`src/rtl/brar_pkg.sv`:
```
// Package for the best rational approximation unit.
// Holds the widths, the datapath command codes and the status struct.
// No dependencies.
package brar_pkg;

  localparam int FRAC_W = 32;
  localparam int INT_W  = 16;
  localparam int X_W    = INT_W + FRAC_W;
  localparam int DEN_W  = 16;
  localparam int NUM_W  = 32;
  localparam int Q_W    = FRAC_W + 1;
  localparam int N_W    = NUM_W + 1;
  localparam int ERR_W  = X_W + DEN_W + 1;
  localparam int PROD_W = ERR_W + DEN_W;
  localparam int CNT_W  = $clog2(Q_W + 1);

  localparam logic [DEN_W-1:0] LIM_RESET = {DEN_W{1'b1}};

  typedef enum logic [4:0] {
    CMD_IDLE,
    CMD_LOAD,
    CMD_EDIV,
    CMD_SDIV,
    CMD_STEP,
    CMD_MCHK,
    CMD_DUPD,
    CMD_NUPD,
    CMD_SNB,
    CMD_SDB,
    CMD_ERR1,
    CMD_EMUL1,
    CMD_ESAVE,
    CMD_ERR2,
    CMD_EMUL2,
    CMD_OCMP,
    CMD_OCONV
  } cmd_t;

  typedef struct packed {
    logic div_done;
    logic q_zero;
    logic over;
  } status_t;

endpackage

```
`src/rtl/brar_div.sv`:
```
// Restoring divider for the best rational approximation unit.
// Produces one quotient bit per cycle while step is asserted; depends on brar_pkg.
module brar_div (
  input  logic                       clk,
  input  logic                       rst_n,
  input  logic                       start,
  input  logic                       step,
  input  logic [brar_pkg::Q_W-1:0]   dividend,
  input  logic [brar_pkg::Q_W-1:0]   divisor,
  output logic [brar_pkg::Q_W-1:0]   quotient,
  output logic [brar_pkg::Q_W-1:0]   remainder,
  output logic                       done
);

  logic [brar_pkg::Q_W-1:0]   rem_r, rem_nxt;
  logic [brar_pkg::Q_W-1:0]   quo_r, quo_nxt;
  logic [brar_pkg::Q_W-1:0]   den_r, den_nxt;
  logic [brar_pkg::CNT_W-1:0] cnt_r, cnt_nxt;
  logic [brar_pkg::Q_W:0]     shifted;
  logic [brar_pkg::Q_W:0]     diff;

  assign shifted = {rem_r, quo_r[brar_pkg::Q_W-1]};
  assign diff    = shifted - {1'b0, den_r};

  always_comb begin
    rem_nxt = rem_r;
    quo_nxt = quo_r;
    den_nxt = den_r;
    cnt_nxt = cnt_r;
    if (start) begin
      rem_nxt = '0;
      quo_nxt = dividend;
      den_nxt = divisor;
      cnt_nxt = brar_pkg::CNT_W'(brar_pkg::Q_W);
    end else if (step && cnt_r != '0) begin
      if (!diff[brar_pkg::Q_W]) begin
        rem_nxt = diff[brar_pkg::Q_W-1:0];
      end else begin
        rem_nxt = shifted[brar_pkg::Q_W-1:0];
      end
      quo_nxt = {quo_r[brar_pkg::Q_W-2:0], ~diff[brar_pkg::Q_W]};
      cnt_nxt = cnt_r - 1'b1;
    end
  end

  always_ff @(posedge clk) begin
    if (!rst_n) begin
      cnt_r <= '0;
    end else begin
      cnt_r <= cnt_nxt;
    end
  end

  always_ff @(posedge clk) begin
    rem_r <= rem_nxt;
    quo_r <= quo_nxt;
    den_r <= den_nxt;
  end

  assign quotient  = quo_r;
  assign remainder = rem_r;
  assign done      = (cnt_r == '0);

`ifndef NO_ASSERTIONS
  a_step_busy: assert property (@(posedge clk) disable iff (!rst_n) step |-> !done)
    else $error("Divider stepped after it finished.");
  a_start_busy: assert property (@(posedge clk) disable iff (!rst_n) start |=> !done)
    else $error("Divider reported done right after start.");
`endif

endmodule

```
`src/rtl/brar_dp.sv`:
```
// Datapath of the best rational approximation unit: fraction registers,
// shared multiplier, error comparison and result register.
// Depends on brar_pkg and brar_div.
module brar_dp (
  input  logic                          clk,
  input  logic                          rst_n,
  input  brar_pkg::cmd_t                cmd,
  input  logic [brar_pkg::X_W-1:0]      x_value,
  input  logic                          cfg_we,
  input  logic [brar_pkg::DEN_W-1:0]    cfg_data,
  output brar_pkg::status_t             status,
  output logic [brar_pkg::NUM_W-1:0]    numerator,
  output logic [brar_pkg::DEN_W-1:0]    denominator
);

  localparam int QPAD = brar_pkg::Q_W - brar_pkg::DEN_W;

  logic [brar_pkg::DEN_W-1:0]  lim_r;
  logic [brar_pkg::DEN_W-1:0]  lim_eff;
  logic [brar_pkg::DEN_W-1:0]  lim_rest;
  logic [brar_pkg::X_W-1:0]    x_r;
  logic [brar_pkg::Q_W-1:0]    p_r, q_r;
  logic [brar_pkg::N_W-1:0]    n0_r, n1_r, nb_r;
  logic [brar_pkg::DEN_W-1:0]  d0_r, d1_r, db_r;
  logic [brar_pkg::ERR_W-1:0]  err_r;
  logic [brar_pkg::PROD_W-1:0] prod_r, e1_r;
  logic [brar_pkg::NUM_W-1:0]  num_r;
  logic [brar_pkg::DEN_W-1:0]  den_r;

  logic [brar_pkg::ERR_W-1:0]  mul_a;
  logic [brar_pkg::DEN_W-1:0]  mul_b;
  logic [brar_pkg::PROD_W-1:0] mul_p;
  logic [brar_pkg::ERR_W-1:0]  diff_a, diff_b, abs_diff;
  logic [brar_pkg::N_W-1:0]    diff_n;

  logic                        div_start;
  logic [brar_pkg::Q_W-1:0]    div_dividend, div_divisor, quo, rem;
  logic                        div_done;
  logic [brar_pkg::DEN_W-1:0]  a16;

  assign lim_eff  = (lim_r == '0) ? brar_pkg::DEN_W'(1) : lim_r;
  assign lim_rest = lim_eff - d1_r;
  assign a16      = quo[brar_pkg::DEN_W-1:0];

  always_comb begin
    mul_a = '0;
    mul_b = '0;
    unique case (cmd)
      brar_pkg::CMD_MCHK: begin
        mul_a = brar_pkg::ERR_W'(quo);
        mul_b = d0_r;
      end
      brar_pkg::CMD_DUPD, brar_pkg::CMD_SNB: begin
        mul_a = brar_pkg::ERR_W'(n0_r);
        mul_b = a16;
      end
      brar_pkg::CMD_SDB: begin
        mul_a = brar_pkg::ERR_W'(x_r);
        mul_b = d0_r;
      end
      brar_pkg::CMD_EMUL1: begin
        mul_a = err_r;
        mul_b = db_r;
      end
      brar_pkg::CMD_ESAVE: begin
        mul_a = brar_pkg::ERR_W'(x_r);
        mul_b = db_r;
      end
      brar_pkg::CMD_EMUL2: begin
        mul_a = err_r;
        mul_b = d0_r;
      end
      default: begin
        mul_a = '0;
        mul_b = '0;
      end
    endcase
  end

  assign mul_p = brar_pkg::PROD_W'(mul_a) * brar_pkg::PROD_W'(mul_b);

  assign diff_n   = (cmd == brar_pkg::CMD_ERR2) ? nb_r : n0_r;
  assign diff_a   = brar_pkg::ERR_W'(prod_r[brar_pkg::X_W+brar_pkg::DEN_W-1:0]);
  assign diff_b   = {diff_n, brar_pkg::FRAC_W'(0)};
  assign abs_diff = (diff_a < diff_b) ? (diff_b - diff_a) : (diff_a - diff_b);

  assign div_start    = (cmd == brar_pkg::CMD_EDIV) || (cmd == brar_pkg::CMD_SDIV);
  assign div_dividend = (cmd == brar_pkg::CMD_SDIV) ? {{QPAD{1'b0}}, lim_rest} : p_r;
  assign div_divisor  = (cmd == brar_pkg::CMD_SDIV) ? {{QPAD{1'b0}}, d0_r} : q_r;

  brar_div u_div (
    .clk       (clk),
    .rst_n     (rst_n),
    .start     (div_start),
    .step      (cmd == brar_pkg::CMD_STEP),
    .dividend  (div_dividend),
    .divisor   (div_divisor),
    .quotient  (quo),
    .remainder (rem),
    .done      (div_done)
  );

  always_ff @(posedge clk) begin
    if (!rst_n) begin
      lim_r <= brar_pkg::LIM_RESET;
    end else if (cfg_we) begin
      lim_r <= cfg_data;
    end
  end

  always_ff @(posedge clk) begin
    unique case (cmd)
      brar_pkg::CMD_LOAD: begin
        x_r  <= x_value;
        n0_r <= brar_pkg::N_W'(x_value[brar_pkg::X_W-1:brar_pkg::FRAC_W]);
        n1_r <= brar_pkg::N_W'(1);
        d0_r <= brar_pkg::DEN_W'(1);
        d1_r <= '0;
        p_r  <= {1'b1, brar_pkg::FRAC_W'(0)};
        q_r  <= {1'b0, x_value[brar_pkg::FRAC_W-1:0]};
      end
      brar_pkg::CMD_MCHK: begin
        prod_r <= mul_p;
      end
      brar_pkg::CMD_DUPD: begin
        d1_r   <= d0_r;
        d0_r   <= prod_r[brar_pkg::DEN_W-1:0] + d1_r;
        prod_r <= mul_p;
      end
      brar_pkg::CMD_NUPD: begin
        n1_r <= n0_r;
        n0_r <= prod_r[brar_pkg::N_W-1:0] + n1_r;
        p_r  <= q_r;
        q_r  <= rem;
      end
      brar_pkg::CMD_SNB: begin
        db_r   <= prod_r[brar_pkg::DEN_W-1:0] + d1_r;
        prod_r <= mul_p;
      end
      brar_pkg::CMD_SDB: begin
        nb_r   <= prod_r[brar_pkg::N_W-1:0] + n1_r;
        prod_r <= mul_p;
      end
      brar_pkg::CMD_ERR1, brar_pkg::CMD_ERR2: begin
        err_r <= abs_diff;
      end
      brar_pkg::CMD_EMUL1, brar_pkg::CMD_EMUL2: begin
        prod_r <= mul_p;
      end
      brar_pkg::CMD_ESAVE: begin
        e1_r   <= prod_r;
        prod_r <= mul_p;
      end
      brar_pkg::CMD_OCMP: begin
        if (prod_r < e1_r) begin
          num_r <= nb_r[brar_pkg::NUM_W-1:0];
          den_r <= db_r;
        end else begin
          num_r <= n0_r[brar_pkg::NUM_W-1:0];
          den_r <= d0_r;
        end
      end
      brar_pkg::CMD_OCONV: begin
        num_r <= n0_r[brar_pkg::NUM_W-1:0];
        den_r <= d0_r;
      end
      default: begin
      end
    endcase
  end

  assign status.div_done = div_done;
  assign status.q_zero   = (q_r == '0);
  assign status.over     = (prod_r > brar_pkg::PROD_W'(lim_rest));
  assign numerator       = num_r;
  assign denominator     = den_r;

`ifndef NO_ASSERTIONS
  a_div_nonzero: assert property (@(posedge clk) disable iff (!rst_n)
    (cmd == brar_pkg::CMD_EDIV) |-> (q_r != '0))
    else $error("Euclid division started with a zero divisor.");
  a_den_bound: assert property (@(posedge clk) disable iff (!rst_n)
    (cmd == brar_pkg::CMD_DUPD) |=> (d0_r <= lim_eff) && (d0_r != '0))
    else $error("Convergent denominator left the allowed range.");
`endif

endmodule

```
`src/rtl/brar_ctrl.sv`:
```
// Controller of the best rational approximation unit: sequences the
// Euclid steps, the semiconvergent and the error comparison.
// Depends on brar_pkg.
module brar_ctrl (
  input  logic              clk,
  input  logic              rst_n,
  input  logic              in_valid,
  output logic              in_ready,
  output logic              out_valid,
  input  logic              out_ready,
  input  brar_pkg::status_t status,
  output brar_pkg::cmd_t    cmd
);

  typedef enum logic [14:0] {
    S_IDLE  = 15'b000000000000001,
    S_TEST  = 15'b000000000000010,
    S_EDIV  = 15'b000000000000100,
    S_CHK   = 15'b000000000001000,
    S_NUPD  = 15'b000000000010000,
    S_SDIV  = 15'b000000000100000,
    S_SNB   = 15'b000000001000000,
    S_SDB   = 15'b000000010000000,
    S_ERR1  = 15'b000000100000000,
    S_EMUL1 = 15'b000001000000000,
    S_ESAVE = 15'b000010000000000,
    S_ERR2  = 15'b000100000000000,
    S_EMUL2 = 15'b001000000000000,
    S_FCMP  = 15'b010000000000000,
    S_FCONV = 15'b100000000000000
  } state_t;

  state_t state_r, state_nxt;
  logic   out_valid_r, out_valid_nxt;
  logic   out_set;
  logic   out_free;

  assign out_free = !out_valid_r || out_ready;

  always_comb begin
    state_nxt = state_r;
    cmd       = brar_pkg::CMD_IDLE;
    out_set   = 1'b0;
    unique case (state_r)
      S_IDLE: begin
        if (in_valid) begin
          cmd       = brar_pkg::CMD_LOAD;
          state_nxt = S_TEST;
        end
      end
      S_TEST: begin
        if (status.q_zero) begin
          state_nxt = S_FCONV;
        end else begin
          cmd       = brar_pkg::CMD_EDIV;
          state_nxt = S_EDIV;
        end
      end
      S_EDIV: begin
        if (status.div_done) begin
          cmd       = brar_pkg::CMD_MCHK;
          state_nxt = S_CHK;
        end else begin
          cmd = brar_pkg::CMD_STEP;
        end
      end
      S_CHK: begin
        if (status.over) begin
          cmd       = brar_pkg::CMD_SDIV;
          state_nxt = S_SDIV;
        end else begin
          cmd       = brar_pkg::CMD_DUPD;
          state_nxt = S_NUPD;
        end
      end
      S_NUPD: begin
        cmd       = brar_pkg::CMD_NUPD;
        state_nxt = S_TEST;
      end
      S_SDIV: begin
        if (status.div_done) begin
          cmd       = brar_pkg::CMD_MCHK;
          state_nxt = S_SNB;
        end else begin
          cmd = brar_pkg::CMD_STEP;
        end
      end
      S_SNB: begin
        cmd       = brar_pkg::CMD_SNB;
        state_nxt = S_SDB;
      end
      S_SDB: begin
        cmd       = brar_pkg::CMD_SDB;
        state_nxt = S_ERR1;
      end
      S_ERR1: begin
        cmd       = brar_pkg::CMD_ERR1;
        state_nxt = S_EMUL1;
      end
      S_EMUL1: begin
        cmd       = brar_pkg::CMD_EMUL1;
        state_nxt = S_ESAVE;
      end
      S_ESAVE: begin
        cmd       = brar_pkg::CMD_ESAVE;
        state_nxt = S_ERR2;
      end
      S_ERR2: begin
        cmd       = brar_pkg::CMD_ERR2;
        state_nxt = S_EMUL2;
      end
      S_EMUL2: begin
        cmd       = brar_pkg::CMD_EMUL2;
        state_nxt = S_FCMP;
      end
      S_FCMP: begin
        if (out_free) begin
          cmd       = brar_pkg::CMD_OCMP;
          out_set   = 1'b1;
          state_nxt = S_IDLE;
        end
      end
      S_FCONV: begin
        if (out_free) begin
          cmd       = brar_pkg::CMD_OCONV;
          out_set   = 1'b1;
          state_nxt = S_IDLE;
        end
      end
      default: begin
        state_nxt = S_IDLE;
      end
    endcase
  end

  assign out_valid_nxt = out_set || (out_valid_r && !out_ready);

  always_ff @(posedge clk) begin
    if (!rst_n) begin
      state_r     <= S_IDLE;
      out_valid_r <= 1'b0;
    end else begin
      state_r     <= state_nxt;
      out_valid_r <= out_valid_nxt;
    end
  end

  assign in_ready  = (state_r == S_IDLE);
  assign out_valid = out_valid_r;

`ifndef NO_ASSERTIONS
  a_result_source: assert property (@(posedge clk) disable iff (!rst_n)
    $rose(out_valid_r) |-> ($past(state_r) == S_FCMP) || ($past(state_r) == S_FCONV))
    else $error("A result appeared outside a finishing state.");
`endif

endmodule

```
`src/rtl/best_rational_approximation_unit.sv`:
```
// Sequence: each continued-fraction term after the integer part runs a division and updates;
// then the failing limit check leads to the semiconvergent and the error check, or the unit
// finishes directly when the expansion ends exactly.
// Throughput: one transaction at a time through the bit-serial divider; the next
// transaction is accepted once the controller is back in idle after the result is registered.
// Reset (rst_n, synchronous, active low) clears control and sets the limit to 65535.
module best_rational_approximation_unit (
  input  logic                          clk,
  input  logic                          rst_n,
  input  logic                          in_valid,
  output logic                          in_ready,
  input  logic [brar_pkg::X_W-1:0]      in_x_value,
  output logic                          out_valid,
  input  logic                          out_ready,
  output logic [brar_pkg::NUM_W-1:0]    out_numerator,
  output logic [brar_pkg::DEN_W-1:0]    out_denominator,
  input  logic                          cfg_wr_en,
  input  logic [brar_pkg::DEN_W-1:0]    cfg_wr_data
);

  brar_pkg::cmd_t    cmd;
  brar_pkg::status_t status;

  brar_ctrl u_ctrl (
    .clk       (clk),
    .rst_n     (rst_n),
    .in_valid  (in_valid),
    .in_ready  (in_ready),
    .out_valid (out_valid),
    .out_ready (out_ready),
    .status    (status),
    .cmd       (cmd)
  );

  brar_dp u_dp (
    .clk         (clk),
    .rst_n       (rst_n),
    .cmd         (cmd),
    .x_value     (in_x_value),
    .cfg_we      (cfg_wr_en),
    .cfg_data    (cfg_wr_data),
    .status      (status),
    .numerator   (out_numerator),
    .denominator (out_denominator)
  );

endmodule
```
`config.mk`:
```
export PLATFORM = sky130hd
export DESIGN_NAME = best_rational_approximation_unit
export DESIGN_NICKNAME = d
export VERILOG_FILES = /design/src/rtl/brar_pkg.sv /design/src/rtl/brar_div.sv /design/src/rtl/brar_dp.sv /design/src/rtl/brar_ctrl.sv /design/src/rtl/best_rational_approximation_unit.sv
export SDC_FILE = /design/constraint.sdc
export NUM_CORES = 2
export LEC_CHECK = 0
export BUFFER_PORTS_ARGS = -buffer_cell sky130_fd_sc_hd__buf_2
export CORE_ASPECT_RATIO = 0.9
export CORE_MARGIN = 5
export CORE_UTILIZATION = 30
export CTS_CLUSTER_SIZE = 24
export DETAILED_ROUTE_END_ITERATION = 10
export PLACE_DENSITY = 0.44
export SLEW_MARGIN = 0
export SYNTH_ARGS = -nofsm -noshare
export SYNTH_HDL_FRONTEND = slang
export SYNTH_SLANG_ARGS = --single-unit
```
`constraint.sdc`:
```
create_clock -name clk -period 13.6 [get_ports clk]
set_clock_uncertainty 0.2 [all_clocks]
set_input_delay 1.36 -clock clk [delete_from_list [all_inputs] [get_ports clk]]
set_output_delay 1.36 -clock clk [all_outputs]
set_load 0.01 [all_outputs]
```
== Word-level counts from Yosys, hierarchy flattened ==
Index checks and enable logic that the tools add are counted.

* Add/sub/neg operators: 7
* $mul: 1
* $lt $le $gt $ge: 3
* Eq/ne operators: 35
* Mux-type cells: 38
* Bitwise logic cells: 2
* Reductions and logical operators: 26

{| class="wikitable"
|+ Operators with widths
! operator !! count
|-
| 33-bit one-hot mux with 2 select lines || 4
|-
| 65-bit one-hot mux with 4 select lines || 1
|-
| 15-bit one-hot mux with 14 select lines || 1
|-
| 33-bit 2-to-1 mux || 5
|-
| 16-bit one-hot mux with 2 select lines || 3
|-
| 81-bit by 16-bit greater-than comparator with 1-bit output || 1
|-
| 81-bit < comparator || 1
|-
| 65-bit by 16-bit multiplier with 81-bit output || 1
|-
| 15-bit 2-to-1 mux || 5
|-
| 5-bit one-hot mux with 14 select lines || 1
|-
| 64-bit by 65-bit < comparator with 1-bit output || 1
|-
| 65-bit 2-to-1 mux || 1
|-
| 64-bit by 65-bit subtractor with 65-bit output || 1
|-
| 65-bit by 64-bit subtractor with 65-bit output || 1
|-
| 32-bit one-hot mux with 2 select lines || 1
|-
| 16-bit 2-to-1 mux || 3
|-
| 16-bit one-hot mux with 3 select lines || 1
|-
| 5-bit by 4-bit == test with 1-bit output, second input constant || 8
|-
| 34-bit by 33-bit subtractor with 34-bit output || 1
|-
| 33-bit adder || 1
|-
| 33-bit logical NOT || 1
|-
| 32-bit 2-to-1 mux || 1
|-
| 5-bit by 3-bit == test with 1-bit output, second input constant || 4
|-
| 6-bit 2-to-1 mux || 3
|-
| 40 further kinds || 61
|}

* Register bits after elaboration: 673
* Input bits: 69
* Output and inout port bits: 50
* Logic and storage cells: 135

== Depth between registers and ports, before layout ==
* Depth after elaboration: 10
* Mapped depth: 53
* Depth with buffers taken out: 49

== By module ==
Synthesis repeated with hierarchy kept, for this count alone.

* Cell total of the unflattened synthesis: 7,265
* Area total of the unflattened synthesis: 69,301.5 um^2

{| class="wikitable"
|+ By module, submodules not included
! module !! times used !! cells an instance !! area each (um^2) !! seq. area each (um^2)
|-
| brar_dp || 1 || 6,537 || 62,148.4 || 16,415.7
|-
| brar_div || 1 || 611 || 6,052.1 || 2,762.6
|-
| brar_ctrl || 1 || 117 || 1,101.1 || 320.3
|}

== Worst setup path after synthesis ==
OpenSTA, ideal clock, no wires.

* Path type: reg2reg
* Start: reg u_ctrl.state_r[14]
* End: reg u_dp.prod_r[79] (netlist bit) (data pin)
* Setup time: 0.258 ns
* Arrival time: 12.052 ns
* Data required time: 13.142 ns
* Slack: 1.091 ns
* Stages on the path, launching flop included: 37
* Clock period less this slack: 12.509 ns
* Cells stage by stage: dfxtp_1 -> buf_2 -> nor4_4 -> and3_1 -> nand3_1 -> nor2_1 -> or2_2 -> buf_2 -> clkbuf_1 -> buf_2 -> a22o_1 -> clkbuf_1 -> nand2_1 -> fa_1 -> inv_1 -> fa_1 -> inv_1 -> fa_1 -> inv_1 -> fa_1 -> fa_1 -> inv_1 -> fa_1 -> inv_1 -> ha_1 -> clkbuf_1 -> nand4_1 -> nor3_1 -> nand4_1 -> a2111oi_0 -> o31ai_1 -> a41oi_1 -> o21ai_0 -> a21boi_0 -> o21a_1 -> nor2_1 -> xnor2_1

* Cells in the longest elaborated chain, start to end: 7

{| class="wikitable"
|+ Ends and longest elaborated chain
! item !! RTL line !! source
|-
| start, declared || brar_ctrl.sv:33 || <nowiki>state_t state_r, state_nxt;</nowiki>
|-
| start signal, assigned || brar_ctrl.sv:143 || <nowiki>state_r <= state_nxt;</nowiki>
|-
| 15-bit by 3-bit == test with 1-bit output or 15-bit by 6-bit == test with 1-bit output (tied branches) || brar_ctrl.sv:44 || <nowiki>unique case (state_r)</nowiki>
|-
| 2-bit OR reduction (no source line) || - ||
|-
| 5-bit one-hot mux with 14 select lines * || brar_ctrl.sv:44 ||
|-
| 5-bit by 3-bit == test with 1-bit output or 5-bit by 4-bit == test with 1-bit output (tied branches) || brar_dp.sv:48 || <nowiki>unique case (cmd)</nowiki>
|-
| 3-bit OR reduction (no source line) (tied with other cells) || - ||
|-
| 16-bit one-hot mux with 3 select lines or 65-bit one-hot mux with 4 select lines (tied branches) || brar_dp.sv:48 ||
|-
| 65-bit by 16-bit multiplier with 81-bit output * || brar_dp.sv:80 || <nowiki>assign mul_p = brar_pkg::PROD_W'(mul_a) * brar_pkg::PROD_W'(mul_b);</nowiki>
|-
| net u_dp.mul_p (one bit) || brar_dp.sv:32 || <nowiki>logic [brar_pkg::PROD_W-1:0] mul_p;</nowiki>
|-
| end signal, assigned || brar_dp.sv:123 || <nowiki>prod_r <= mul_p;</nowiki>
|-
| end signal, assigned || brar_dp.sv:128 || <nowiki>prod_r <= mul_p;</nowiki>
|-
| end signal, assigned || brar_dp.sv:138 || <nowiki>prod_r <= mul_p;</nowiki>
|-
| end, declared || brar_dp.sv:26 || <nowiki>logic [brar_pkg::PROD_W-1:0] prod_r, e1_r;</nowiki>
|}

The timed path passes the listed nets; every way through them passes the cells marked *.
A chain may end at the register's enable or synchronous reset.

== Final worst setup path ==
* Start: reg u_dp.lim_r[11] (netlist bit)
* End: reg u_dp.prod_r[60] (netlist bit) (data pin)

* Cells in the longest elaborated chain, start to end: 10

{| class="wikitable"
|+ Ends and longest elaborated chain
! item !! RTL line !! source
|-
| start, declared || brar_dp.sv:18 || <nowiki>logic [brar_pkg::DEN_W-1:0] lim_r;</nowiki>
|-
| start signal, assigned || brar_dp.sv:105 || <nowiki>lim_r <= brar_pkg::LIM_RESET;</nowiki>
|-
| start signal, assigned || brar_dp.sv:107 || <nowiki>lim_r <= cfg_data;</nowiki>
|-
| 16-bit logical NOT || brar_dp.sv:41 || <nowiki>assign lim_eff = (lim_r == '0) ? brar_pkg::DEN_W'(1) : lim_r;</nowiki>
|-
| 16-bit 2-to-1 mux * || brar_dp.sv:41 ||
|-
| 16-bit subtractor * || brar_dp.sv:42 || <nowiki>assign lim_rest = lim_eff - d1_r;</nowiki>
|-
| 81-bit by 16-bit greater-than comparator with 1-bit output * || brar_dp.sv:174 || <nowiki>assign status.over = (prod_r > brar_pkg::PROD_W'(lim_rest));</nowiki>
|-
| 3-bit 2-to-1 mux * || brar_ctrl.sv:68 || <nowiki>if (status.over) begin</nowiki>
|-
| 5-bit one-hot mux with 14 select lines * || brar_ctrl.sv:44 ||
|-
| 5-bit by 3-bit == test with 1-bit output or 5-bit by 4-bit == test with 1-bit output (tied branches) || brar_dp.sv:48 ||
|-
| 3-bit OR reduction (no source line) (tied with other cells) || - ||
|-
| 16-bit one-hot mux with 3 select lines or 65-bit one-hot mux with 4 select lines (tied branches) || brar_dp.sv:48 ||
|-
| 65-bit by 16-bit multiplier with 81-bit output * || brar_dp.sv:80 ||
|-
| net u_dp.mul_p (one bit) || brar_dp.sv:32 ||
|}

Marked as above.

==> impl_metrics.yaml <==
cells_and_area:
  drive_above_1_share_pct: 7.356
  nets: 8510
  register_area_um2: 19500
  syn_to_final_growth_pct: 9.865
  fin_area_um2: 75660
  multi_input_area_um2: 43640
  fillers: 23490
worst_setup_path:
  cpLargestDelayFamily: "adder cells"
  arrival_ps: 13180
  r2r_setup_slack_ps: 660
  cp-endpoint: "u_dp.prod_r[60]"
  cp_num_cells: 45
  critPathKind: "reg -> reg"
  required_ps: 13840
  cp_common_cell: "fa_1"
  reg2reg_from: "u_dp.lim_r[11]"
  crit_path_end_kind: "flop"
  crit_path_max_incr_delay_ps: 600
  worstRegToRegCells: 45
  crit_fanout: 27
  crit_buf_inv: 5
  r2r_end: "u_dp.prod_r[60]"
  critical_path.startpoint_type: "flop"
  crit_start: "u_dp.lim_r[11]"
  critPathSlowestCell: "fa_1"
placement:
  postPlaceCellArea_um2: 72900
  gp_congestion: 0.9237
  port_buffers: 118
  place_hpwl_um: 205700
timing:
  fin_crit_sh_pct: 95.16
  fin_crit_ps: 12940
  slew_headroom_pct: 13.78
  final-max-slew-violation-count: 0
  hold_violations: 0
  hold_slack_ps: 290.7
  clock.fmax_mhz: 77.27
  worst_slew_pin_slew_ps: 1293
  rsz0062_at_grt: "false"
  finalSetupViolCount: 0
yosys:
  synth_flop_cell: "edfxtp_1"
  yosys_warnings: 0
  synthesis.area_um2: 68870
  syn_nets: 8552
  async_flop_share_pct: 0
  postSynthAreaPerCell_um2: 9.583
  yosysSeqAreaShare_pct: 28.31
  synth_cells: 7187
  synth.distinct_cells: 94
  synth_edf_count: 602
  synth_seq_cells: 673
power_and_ir_drop:
  p_leak_uw: 0.03270
  ir_worst_vdd_uv: 88.87
  power_density_nw_per_um2: 76.93
drt:
  finalWirelength_um: 255800
  initialDrtViolationCount: 3950
  ant_nets: 0
  dr.pass1.iters: 6
  vias_per_cell: 5.052
  drt-wirelength-per-cell_um: 24.95
  drc: 0
  vias: 51780
clocking:
  cts_root_buf: "clkbuf_16"
  cts_made_buffers: 79
  insertion_delay_ps: 700
  cts.sinks: 673
  htreeDepth: 3
  clock_path_buffers: 3
  clk_pin_slew_worst_paths_ps: 60
  cts_tree: "done"
hold_path:
  hold_path_class: "reg -> reg"
  min_from: "u_dp.prod_r[76]"
floorplanning:
  chipWidth_um: 515.0
  ioPinCount: 119
  die_h_um: 464.5
  core-area_um2: 227800
  rows: 166
  dieArea_um2: 239300
  start_util_pct: 30.23
grt:
  grt_pass1_wl_um: 376800
  grt_overflow: 0
  grt_use_total_pct: 21.16
  antenna_found_initial: 20
  grt_pass1_vias: 53750
  grt_max_degree: 73
outcome:
  run_status: "finished, final reports clean"
run:
  max-cap-violations: 0
==> area by class of cell <==
type	count	area share, %
Inverter	1173	5.819
Clock inverter	46	0.6763
Sequential cell	673	25.77
Clock buffer	95	2.732
Antenna cell	21	0.06945
Tap cell	3024	5.001
Multi-Input combinational cell	4972	57.68
Timing Repair Buffer	246	2.254
==> cell usage in the layout (no fill, tap or decap), drive strengths merged, types with 30 or more instances in the layout <==
cell type     n
a222oi       33
mux2i        51
nor3         64
clkinv       30
nand3        91
a21o        159
ha          411
a22oi        34
nand2b       35
nor4         39
and3        116
buf         246
clkbuf       95
and2        114
nor2        507
nor2b        58
nand4        57
nand2      1137
xnor2       141
dfxtp        71
xor2         88
a21oi       267
o21ai       185
mux2         99
o21a         31
edfxtp      602
inv        1178
fa          885
o21bai       37
==> through the flow <==
step	instances	setup slack, ps	power, uW	setup TNS (ps)	utilization, %
detailed placement	10090	-54.17	3673	-54.17	32.00
global route	10230	26.72	6057	0	33.19
floorplan	7187	1091	3226	0	-
CTS	10230	141.4	5881	0	33.13
finish	10250	657.7	5820	0	33.21
global placement	10090	50.63	3672	0	32.00
==> synth_stat cells, types with 38 or more instances <==
cell | count | area (um2)
edfxtp_1 | 602 | 18080
nand3_1 | 91 | 455.4
mux2i_1 | 51 | 510.5
xor2_1 | 88 | 770.7
fa_1 | 885 | 17720
and3_1 | 116 | 725.7
and2_1 | 110 | 688.2
nand4_1 | 57 | 356.6
clkbuf_1 | 251 | 942.2
nor3_1 | 64 | 320.3
nor2_1 | 505 | 1896
o21ai_0 | 179 | 895.9
inv_1 | 1172 | 4399
xnor2_1 | 141 | 1235
nor4_1 | 38 | 237.7
a21o_1 | 159 | 1194
nand2_1 | 1135 | 4260
buf_2 | 95 | 475.5
nor2b_1 | 58 | 362.9
mux2_2 | 79 | 889.6
dfxtp_1 | 71 | 1421
a21oi_1 | 266 | 1331
ha_1 | 411 | 5142
==> logic make-up (layout without fill, tap and decap cells) <==
kind of cell,after synthesis,count (layout),share of synthesized area (%)
AND/OR/NAND/NOR,2304,2304,14.89
buffers and inverters,1542,1560,8.670
adder cells (fa/ha/maj),1296,1296,33.19
AO/OA/AOI/OAI,993,993,9.662
flip-flops,673,673,28.31
XOR/XNOR,229,229,2.912
multiplexers,150,150,2.360
other,0,21,0
==> report_power, final <==
group	total [uW]	switching [uW]	internal (uW)
clock	2190	942	1250
sequential	2580	140	2440
combinational	1060	704	352
==> sequential cells by signal, summed over array words and instances (netlist names), 16 cells and up <==
signal / count
u_dp.n1_r: 33
u_dp.d1_r: 16
u_dp.x_r: 48
u_dp.q_r: 33
u_dp.u_div.quotient: 33
u_dp.e1_r: 81
u_dp.prod_r: 81
u_dp.d0_r: 16
u_dp.lim_r: 16
u_dp.denominator: 16
u_dp.nb_r: 33
u_dp.db_r: 16
u_dp.u_div.den_r: 33
u_dp.numerator: 32
u_dp.p_r: 33
u_dp.err_r: 65
u_dp.n0_r: 33
u_dp.u_div.remainder: 33
==> worst min path at each step <==
stage | depth (start not counted) | slack (ps) | end
2_1_floorplan | 2 | 240 | u_dp.lim_r[0]
3_3_place_gp | 0 | 280 | u_dp.e1_r[76]
3_5_place_dp | 0 | 280 | u_dp.e1_r[76]
4_1_cts | 0 | 290 | u_dp.e1_r[76]
5_1_grt | 0 | 310 | u_dp.e1_r[76]
6_report | 0 | 290 | u_dp.e1_r[76]
==> metal layers <==
metal	global-route usage [%]	routed length [um]	up-vias
met4	5.095	7115	0
met5	0	0	-
met2	34.83	118800	1423
li1	-	-	23380
met3	3.140	13440	258
met1	29.31	116400	26720
==> worst reg2reg max path, delay by kind of cell (launching register included) <==
family                     cells  cell delay (ps)
adders and majority gates     10             4640
AOI/OAI and AO/OA             18             3780
and+or+nand+nor               10             2510
xor gates and xnor gates       2              650
buffers and inverters          5              550
DFF                            1              370
==> repair_timing <==
item	4_1_cts	5_1_grt
gates resized for setup	1	34
hold buffers	0	0
setup endpoints to repair	1	33
setup buffers	0	0
Note: power is estimated with default switching activity, not from simulation.
